--- config.mk ---
export PLATFORM = sky130hd
export DESIGN_NAME = brt_seq
export DESIGN_NICKNAME = d
export VERILOG_FILES = /design/src/design/brt_pkg.sv /design/src/design/brt_seq.sv
export SDC_FILE = /design/constraint.sdc
export NUM_CORES = 1
export LEC_CHECK = 0
export ABC_AREA = 1
export BUFFER_PORTS_ARGS = -buffer_cell sky130_fd_sc_hd__buf_2
export CORE_AREA = 4 4 226 228
export DETAILED_ROUTE_END_ITERATION = 6
export DIE_AREA = 0 0 230 232
export PLACE_DENSITY = 0.53
export REMOVE_ABC_BUFFERS = 1
export SYNTH_ARGS = -nofsm -noshare
export SYNTH_HDL_FRONTEND = slang
export SYNTH_SLANG_ARGS = --single-unit
--- constraint.sdc ---
create_clock -name i_clk -period 21.1 [get_ports i_clk]
set_input_delay 6.33 -clock i_clk [delete_from_list [all_inputs] [get_ports i_clk]]
set_output_delay 6.33 -clock i_clk [all_outputs]
set_load 0.03 [all_outputs]
--- src/design/brt_pkg.sv ---
package brt_pkg;

    localparam int VERTS     = 36;
    localparam int W_IDX     = 6;
    localparam logic [W_IDX-1:0] LAST_IDX = W_IDX'(VERTS - 1);

    localparam int W_SIZE    = 31;
    localparam int W_CTR     = 32;
    localparam int W_TRIG    = 16;
    localparam int W_HPROD   = 62;
    // widest rotated coordinate (after the Z rotation)
    localparam int W_C       = 37;
    localparam int W_PROD    = W_C + W_TRIG;
    localparam int W_SUM     = W_PROD + 1;
    localparam int W_FIN     = W_C + 1;

    // sqrt(1/12) in unsigned Q0.32
    localparam logic [W_SIZE-1:0] SCALE_Q32 = W_SIZE'(1239850262);

    typedef struct packed {
        logic [W_SIZE-1:0]        sx;
        logic [W_SIZE-1:0]        sy;
        logic [W_SIZE-1:0]        sz;
        logic signed [W_TRIG-1:0] xc;
        logic signed [W_TRIG-1:0] xs;
        logic signed [W_TRIG-1:0] yc;
        logic signed [W_TRIG-1:0] ys;
        logic signed [W_TRIG-1:0] zc;
        logic signed [W_TRIG-1:0] zs;
        logic signed [W_CTR-1:0]  cx;
        logic signed [W_CTR-1:0]  cy;
        logic signed [W_CTR-1:0]  cz;
    } t_box;

    typedef struct packed {
        logic             valid;
        logic [W_IDX-1:0] idx;
        t_box             box;
    } t_req;

    typedef struct packed {
        logic [W_IDX-1:0]         idx;
        logic signed [W_C-1:0]    x;
        logic signed [W_C-1:0]    y;
        logic signed [W_C-1:0]    z;
        logic signed [W_TRIG-1:0] xc;
        logic signed [W_TRIG-1:0] xs;
        logic signed [W_TRIG-1:0] yc;
        logic signed [W_TRIG-1:0] ys;
        logic signed [W_TRIG-1:0] zc;
        logic signed [W_TRIG-1:0] zs;
        logic signed [W_CTR-1:0]  cx;
        logic signed [W_CTR-1:0]  cy;
        logic signed [W_CTR-1:0]  cz;
    } t_vtx;

    // corner signs per vertex: bit0 = +x, bit1 = +y, bit2 = +z
    function automatic logic [2:0] brt_corner(input logic [W_IDX-1:0] idx);
        logic [2:0] m;
        case (idx)
            6'd0:  m = 3'd0;  6'd1:  m = 3'd1;  6'd2:  m = 3'd2;  6'd3:  m = 3'd1;
            6'd4:  m = 3'd2;  6'd5:  m = 3'd3;  6'd6:  m = 3'd2;  6'd7:  m = 3'd3;
            6'd8:  m = 3'd6;  6'd9:  m = 3'd6;  6'd10: m = 3'd3;  6'd11: m = 3'd7;
            6'd12: m = 3'd1;  6'd13: m = 3'd3;  6'd14: m = 3'd7;  6'd15: m = 3'd7;
            6'd16: m = 3'd1;  6'd17: m = 3'd5;  6'd18: m = 3'd4;  6'd19: m = 3'd5;
            6'd20: m = 3'd6;  6'd21: m = 3'd5;  6'd22: m = 3'd6;  6'd23: m = 3'd7;
            6'd24: m = 3'd0;  6'd25: m = 3'd1;  6'd26: m = 3'd4;  6'd27: m = 3'd4;
            6'd28: m = 3'd1;  6'd29: m = 3'd5;  6'd30: m = 3'd0;  6'd31: m = 3'd2;
            6'd32: m = 3'd6;  6'd33: m = 3'd6;  6'd34: m = 3'd0;  6'd35: m = 3'd4;
            default: m = 3'd0;
        endcase
        return m;
    endfunction

    // Q.30 sum to Q16.16, ties toward plus infinity
    function automatic logic signed [W_C-1:0] brt_round(input logic signed [W_SUM-1:0] s);
        logic signed [W_SUM-1:0] t;
        t = s + W_SUM'(8192);
        return t[W_C+13:14];
    endfunction

    function automatic logic [W_CTR-1:0] brt_sat(input logic signed [W_FIN-1:0] v);
        logic [W_CTR-1:0] r;
        if (v > W_FIN'(32'sh7FFF_FFFF)) begin
            r = 32'h7FFF_FFFF;
        end else if (v < -W_FIN'(64'sh8000_0000)) begin
            r = 32'h8000_0000;
        end else begin
            r = v[W_CTR-1:0];
        end
        return r;
    endfunction

endpackage

--- src/design/brt_seq.sv ---
module brt_seq
    import brt_pkg::*;
(
    input  logic                     i_clk,
    input  logic                     i_rst_n,
    input  logic                     i_adv,
    input  logic                     i_valid,
    output logic                     o_stall,
    input  logic signed [W_CTR-1:0]  i_center_x,
    input  logic signed [W_CTR-1:0]  i_center_y,
    input  logic signed [W_CTR-1:0]  i_center_z,
    input  logic [W_SIZE-1:0]        i_size_x,
    input  logic [W_SIZE-1:0]        i_size_y,
    input  logic [W_SIZE-1:0]        i_size_z,
    input  logic signed [W_TRIG-1:0] i_rot_x_cos,
    input  logic signed [W_TRIG-1:0] i_rot_x_sin,
    input  logic signed [W_TRIG-1:0] i_rot_y_cos,
    input  logic signed [W_TRIG-1:0] i_rot_y_sin,
    input  logic signed [W_TRIG-1:0] i_rot_z_cos,
    input  logic signed [W_TRIG-1:0] i_rot_z_sin,
    output t_req                     o_req
);

    logic             r_busy;
    logic [W_IDX-1:0] r_idx;
    t_box             r_box;
    logic             issue_last;
    logic             load;

    always_comb begin
        issue_last = r_busy && i_adv && (r_idx == LAST_IDX);
        o_stall    = r_busy && !issue_last;
        load       = i_valid && !o_stall;
        o_req.valid = r_busy;
        o_req.idx   = r_idx;
        o_req.box   = r_box;
    end

    always_ff @(posedge i_clk) begin
        if (!i_rst_n) begin
            r_busy <= 1'b0;
            r_idx  <= '0;
        end else if (load) begin
            r_busy <= 1'b1;
            r_idx  <= '0;
        end else if (r_busy && i_adv) begin
            if (r_idx == LAST_IDX) begin
                r_busy <= 1'b0;
            end else begin
                r_idx <= r_idx + 1'b1;
            end
        end
    end

    always_ff @(posedge i_clk) begin
        if (load) begin
            r_box.sx <= i_size_x;
            r_box.sy <= i_size_y;
            r_box.sz <= i_size_z;
            r_box.xc <= i_rot_x_cos;
            r_box.xs <= i_rot_x_sin;
            r_box.yc <= i_rot_y_cos;
            r_box.ys <= i_rot_y_sin;
            r_box.zc <= i_rot_z_cos;
            r_box.zs <= i_rot_z_sin;
            r_box.cx <= i_center_x;
            r_box.cy <= i_center_y;
            r_box.cz <= i_center_z;
        end
    end

    a_load_start: assert property (@(posedge i_clk) disable iff (!i_rst_n)
        load |=> r_busy && (r_idx == '0))
        else $error("box load did not restart vertex count");

    a_idx_step: assert property (@(posedge i_clk) disable iff (!i_rst_n)
        r_busy && i_adv && (r_idx != LAST_IDX) |=> r_busy && (r_idx == $past(r_idx) + 1'b1))
        else $error("vertex index skipped or stuck");

    a_idx_hold: assert property (@(posedge i_clk) disable iff (!i_rst_n)
        r_busy && !i_adv |=> r_busy && $stable(r_idx))
        else $error("vertex index moved while pipeline held");

endmodule

* Word level (Yosys, flattened, before mapping)
Index checks and enable logic that the tools add are counted.
** Operators by class
- Multiplexer cells :: 3
- Equal/unequal tests :: 1
- $add $sub $neg :: 1
- Bitwise operators :: 2
- Reduce and logical (&&, ||, !) cells :: 11
** Operator list (count)
- 6-bit by 1-bit adder with 6-bit output (second input constant) :: 1
- 6-bit == test (second input constant) :: 1
- 1-bit logical AND :: 4
- 2-bit AND reduction :: 2
- 2-bit nonzero test :: 2
- 1-bit two-way mux :: 3
- 1-bit zero test :: 2
- 1-bit inverter :: 2
- 2-bit OR reduction :: 1
** Word-level totals
- Word-level logic and storage cells :: 32
- Input bits :: 289
- Flip-flop bits (word level) :: 292
- Output and inout port bits :: 293

* Longest topological paths before layout
- Word-level depth :: 8
- Gate-level depth with buffers :: 8
- Gate-level depth less buffers :: 8

* Least setup slack after synthesis
No wires, ideal clock.
- Path type :: input to output
- From :: input port i_adv
- To :: output port o_stall
- Cell stages on the path :: 3
- Buffers on the path :: 0
- Data required time :: 14.770 ns
- Setup slack :: 8.092 ns
- Data arrival time :: 6.678 ns
- Cell sequence :: nand4_1 > nand2_2 > inv_1
** Between the ends
- Longest elaborated chain between the ends :: 4
** RTL lines
- start, declared :: RTL line brt_seq.sv:6 : input logic i_adv,
- 1-bit logical AND (2 in a row) :: RTL line brt_seq.sv:31 : issue_last = r_busy && i_adv && (r_idx == LAST_IDX);
- 1-bit zero test :: RTL line brt_seq.sv:32 : o_stall = r_busy && !issue_last;
- 1-bit logical AND :: RTL line brt_seq.sv:32
- end, declared :: RTL line brt_seq.sv:8 : output logic o_stall,
Every way passes these cells.

* Worst setup path after layout
Same ends and word-level chain as after synthesis.

==> summary.md <==
| Metric | Value |
|---|---|
| Final hold vios | 0 |
| Relative slew slack | 28.3% |
| Clock latency on the worst-skew pair | 0.52 ns |
| Total wire length | 28900 um |
| Clk sinks | 292 |
| First DRT Iteration DRCs | 173 |
| Worst-case hold slack | 0.549 ns |
| Fill count | 5024 |
| Final ANT Viol Nets | 0 |
| Gr ovfl total | 0 |
| Vias/cell | 3.45 |
| FF+latch count, synth | 292 |
| Maxcap violations | 0 |
| CTS Buf Count | 34 |
| Min Tclk post-route | 13.21 ns |
| Post-Synthesis Cells | 353 |
| Static Leak | 5.76 nW |
| Worst Max-Slew Pin Slew | 1.08 ns |
| Largest net degree at the start of global routing | 121 |
| Vias in the first global route | 6147 |
| H-tree depth | 2 |
| Synth top area share | 94.7% |
| Initial Util | 18.5% |
| Worst-path clk slew | 0.06 ns |
| Crit path cell chain | buf_2, nand4_1, nand2_2, inv_1, buf_2 |
| IR drop worst, VDD | 0.0588 mV |
| Worst path required time | 14.77 ns |
| DRC violations left | 0 |
| Antenna violations before repair | 10 |
| Final Max Tran Viols | 0 |
| Yosys cell types | 19 |
| Post-synth top area cell | edfxtp_1 |
| Post-Syn Area | 9030 sq um |
| Clock Tree Buf Depth | 3 |
| Synthesis-to-finish area growth | 53.6% |
| Fin nets | 1260 |
| Post-place setup slack | 7.89 ns |
| RSZ-0062 raised after global routing | false |
| TNS Setup | 0 ns |
| Design Area, Final | 13900 sq um |
| Layout cells sized above 1 | 64.5% |
| Placed Area | 12800 sq um |
| Worst path max stage delay | 0.17 ns |
| Root Buffer | clkbuf_16 |
| Tightest Hold Check Type | flop to flop |
| DR WL/cell | 17.4 um |
| Die height | 232 um |
| Kind of critical path | input pin to output port |
| Ports | 582 |
| Final period util | 62.6% |
| Post-CTS sizing | 0 |
| Via count of the routed design | 5730 |
| Nature of the critical path endpoint | output port |
| Critical Path Start Type | input pin |
| Arrival time at the worst endpoint | 6.88 ns |
| Setup Fix Bufs, Post-CTS | 0 |
| Syn_area_per_cell | 25.6 sq um |
| First-pass GRT wire length | 40000 um |
| CTS tree | yes |
| Core ar. | 48800 sq um |
| Detail Placement HPWL | 22400 um |
| Achievable Freq | 75.7 MHz |
| GRT Overall Usage | 10.1% |
| # setup viols final | 0 |
| RePlAce Congestion | 0.808 |
| Port bufs | 581 |
| CP Max Fanout | 3 |
| Largest cells by area after synthesis | edfxtp_1 (95%), dfxtp_1 (1.6%), nand2_1 (0.66%) |
| DRT Pass-1 Iters | 4 |
| Final setup margin | 7.89 ns |
| Yosys warnings | 0 |
| Most frequent CP cell | buf_2 |
| Register area share after synthesis | 96.3% |
| Die W | 230 um |
| Setup Skew | 0.0115 ns |
| Slowest-stage cell, CP | buf_2 |
| PwrDens | 102 nW/um^2 |
| Row cnt | 81 |
| FF+latch area | 8700 sq um |
| Cts hold-fix bufs | 0 |
| Total power draw | 1.42 mW |
| Area of the multi-input gates | 268 sq um |
| Die area | 53400 sq um |
| Status | completed |
==> where the power goes <==
group / internal [mW] / switching, mW / total, mW
sequential: 0.681 / 0.00936 / 0.690
combinational: 0.0410 / 0.109 / 0.150
clock: 0.348 / 0.228 / 0.576
total: 1.07 / 0.347 / 1.42
==> logic make-up (layout without fill, tap and decap cells) <==
group	after synthesis	after routing	synth area share, %
adder cells (fa/ha/maj)	1	1	0.139
AO/OA/AOI/OAI	2	2	0.111
buffers and inverters	14	656	0.734
other	0	1	0
AND/OR/NAND/NOR	43	43	2.62
flip-flops	292	292	96.3
XOR/XNOR	1	1	0.0970
==> cells in the final DEF, fill, tap and decap left out, types with 2 or more instances in the layout <==
cell,count
nor2_1,5
nand3_1,6
buf_2,581
bufinv_16,2
nor2_2,5
nand2_2,2
clkbuf_1,10
buf_4,2
clkinv_2,3
nand4_1,4
clkinvlp_4,2
inv_1,10
clkinv_1,5
dfxtp_1,7
clkbuf_16,37
nand2_1,16
edfxtp_1,285
a21oi_1,2
nand2_4,2
==> cells in the mapped netlist <==
| cell | n |
|---|---|
| buf_4 | 1 |
| nand3_4 | 1 |
| nor2_1 | 5 |
| nand3_1 | 6 |
| xor2_1 | 1 |
| buf_6 | 1 |
| nand3b_1 | 1 |
| nand2_2 | 2 |
| inv_1 | 11 |
| edfxtp_1 | 285 |
| nor2_4 | 1 |
| nand4_1 | 4 |
| inv_4 | 1 |
| nand2_4 | 2 |
| nor2_2 | 5 |
| a21oi_1 | 2 |
| ha_1 | 1 |
| nand2_1 | 16 |
| dfxtp_1 | 7 |
==> sequential cells by signal (all words and copies together), names as in the netlist <==
register  cells
o_req       285
r_idx         6
r_busy        1
==> worst paths after layout <==
path	startpoint	endpoint	slack, ns	depth (start not counted)
worst min-delay path	r_busy	r_busy	0.55	2
worst min register to register	r_busy	r_busy	0.55	2
worst max register to register	r_idx[0]	o_req[146]	17.86	6
worst max-delay path	i_adv	o_stall	7.89	5
==> cell type report <==
| class | count | area share [%] |
|---|---|---|
| Clock inverter | 13 | 0.848 |
| Sequential cell | 292 | 62.7 |
| Antenna cell | 1 | 0.0180 |
| Clock buffer | 48 | 7.04 |
| Timing Repair Buffer | 583 | 21.1 |
| Tap cell | 664 | 5.99 |
| Multi-Input combinational cell | 47 | 1.93 |
| Inverter | 12 | 0.397 |
==> metal layers <==
layer | part of all wire, % | track usage, %
met3 | 12 | 5.10
met2 | 50 | 17.3
met1 | 36 | 11.1
met4 | 2.1 | 3.06
met5 | 0.28 | 0
==> per-stage QoR <==
step                utilization [%]  std cells
floorplan                         -        351
global placement               26.2       1598
detailed placement             26.2       1598
CTS                            28.4       1659
global route                   28.4       1660
finish                         28.4       1660
==> critical path: cells and delay by family <==
kind                   cells  cell delay [ns]
AND/OR/NAND/NOR            2             0.22
buffers and inverters      3             0.32
Power figures use the tool's default switching activity.
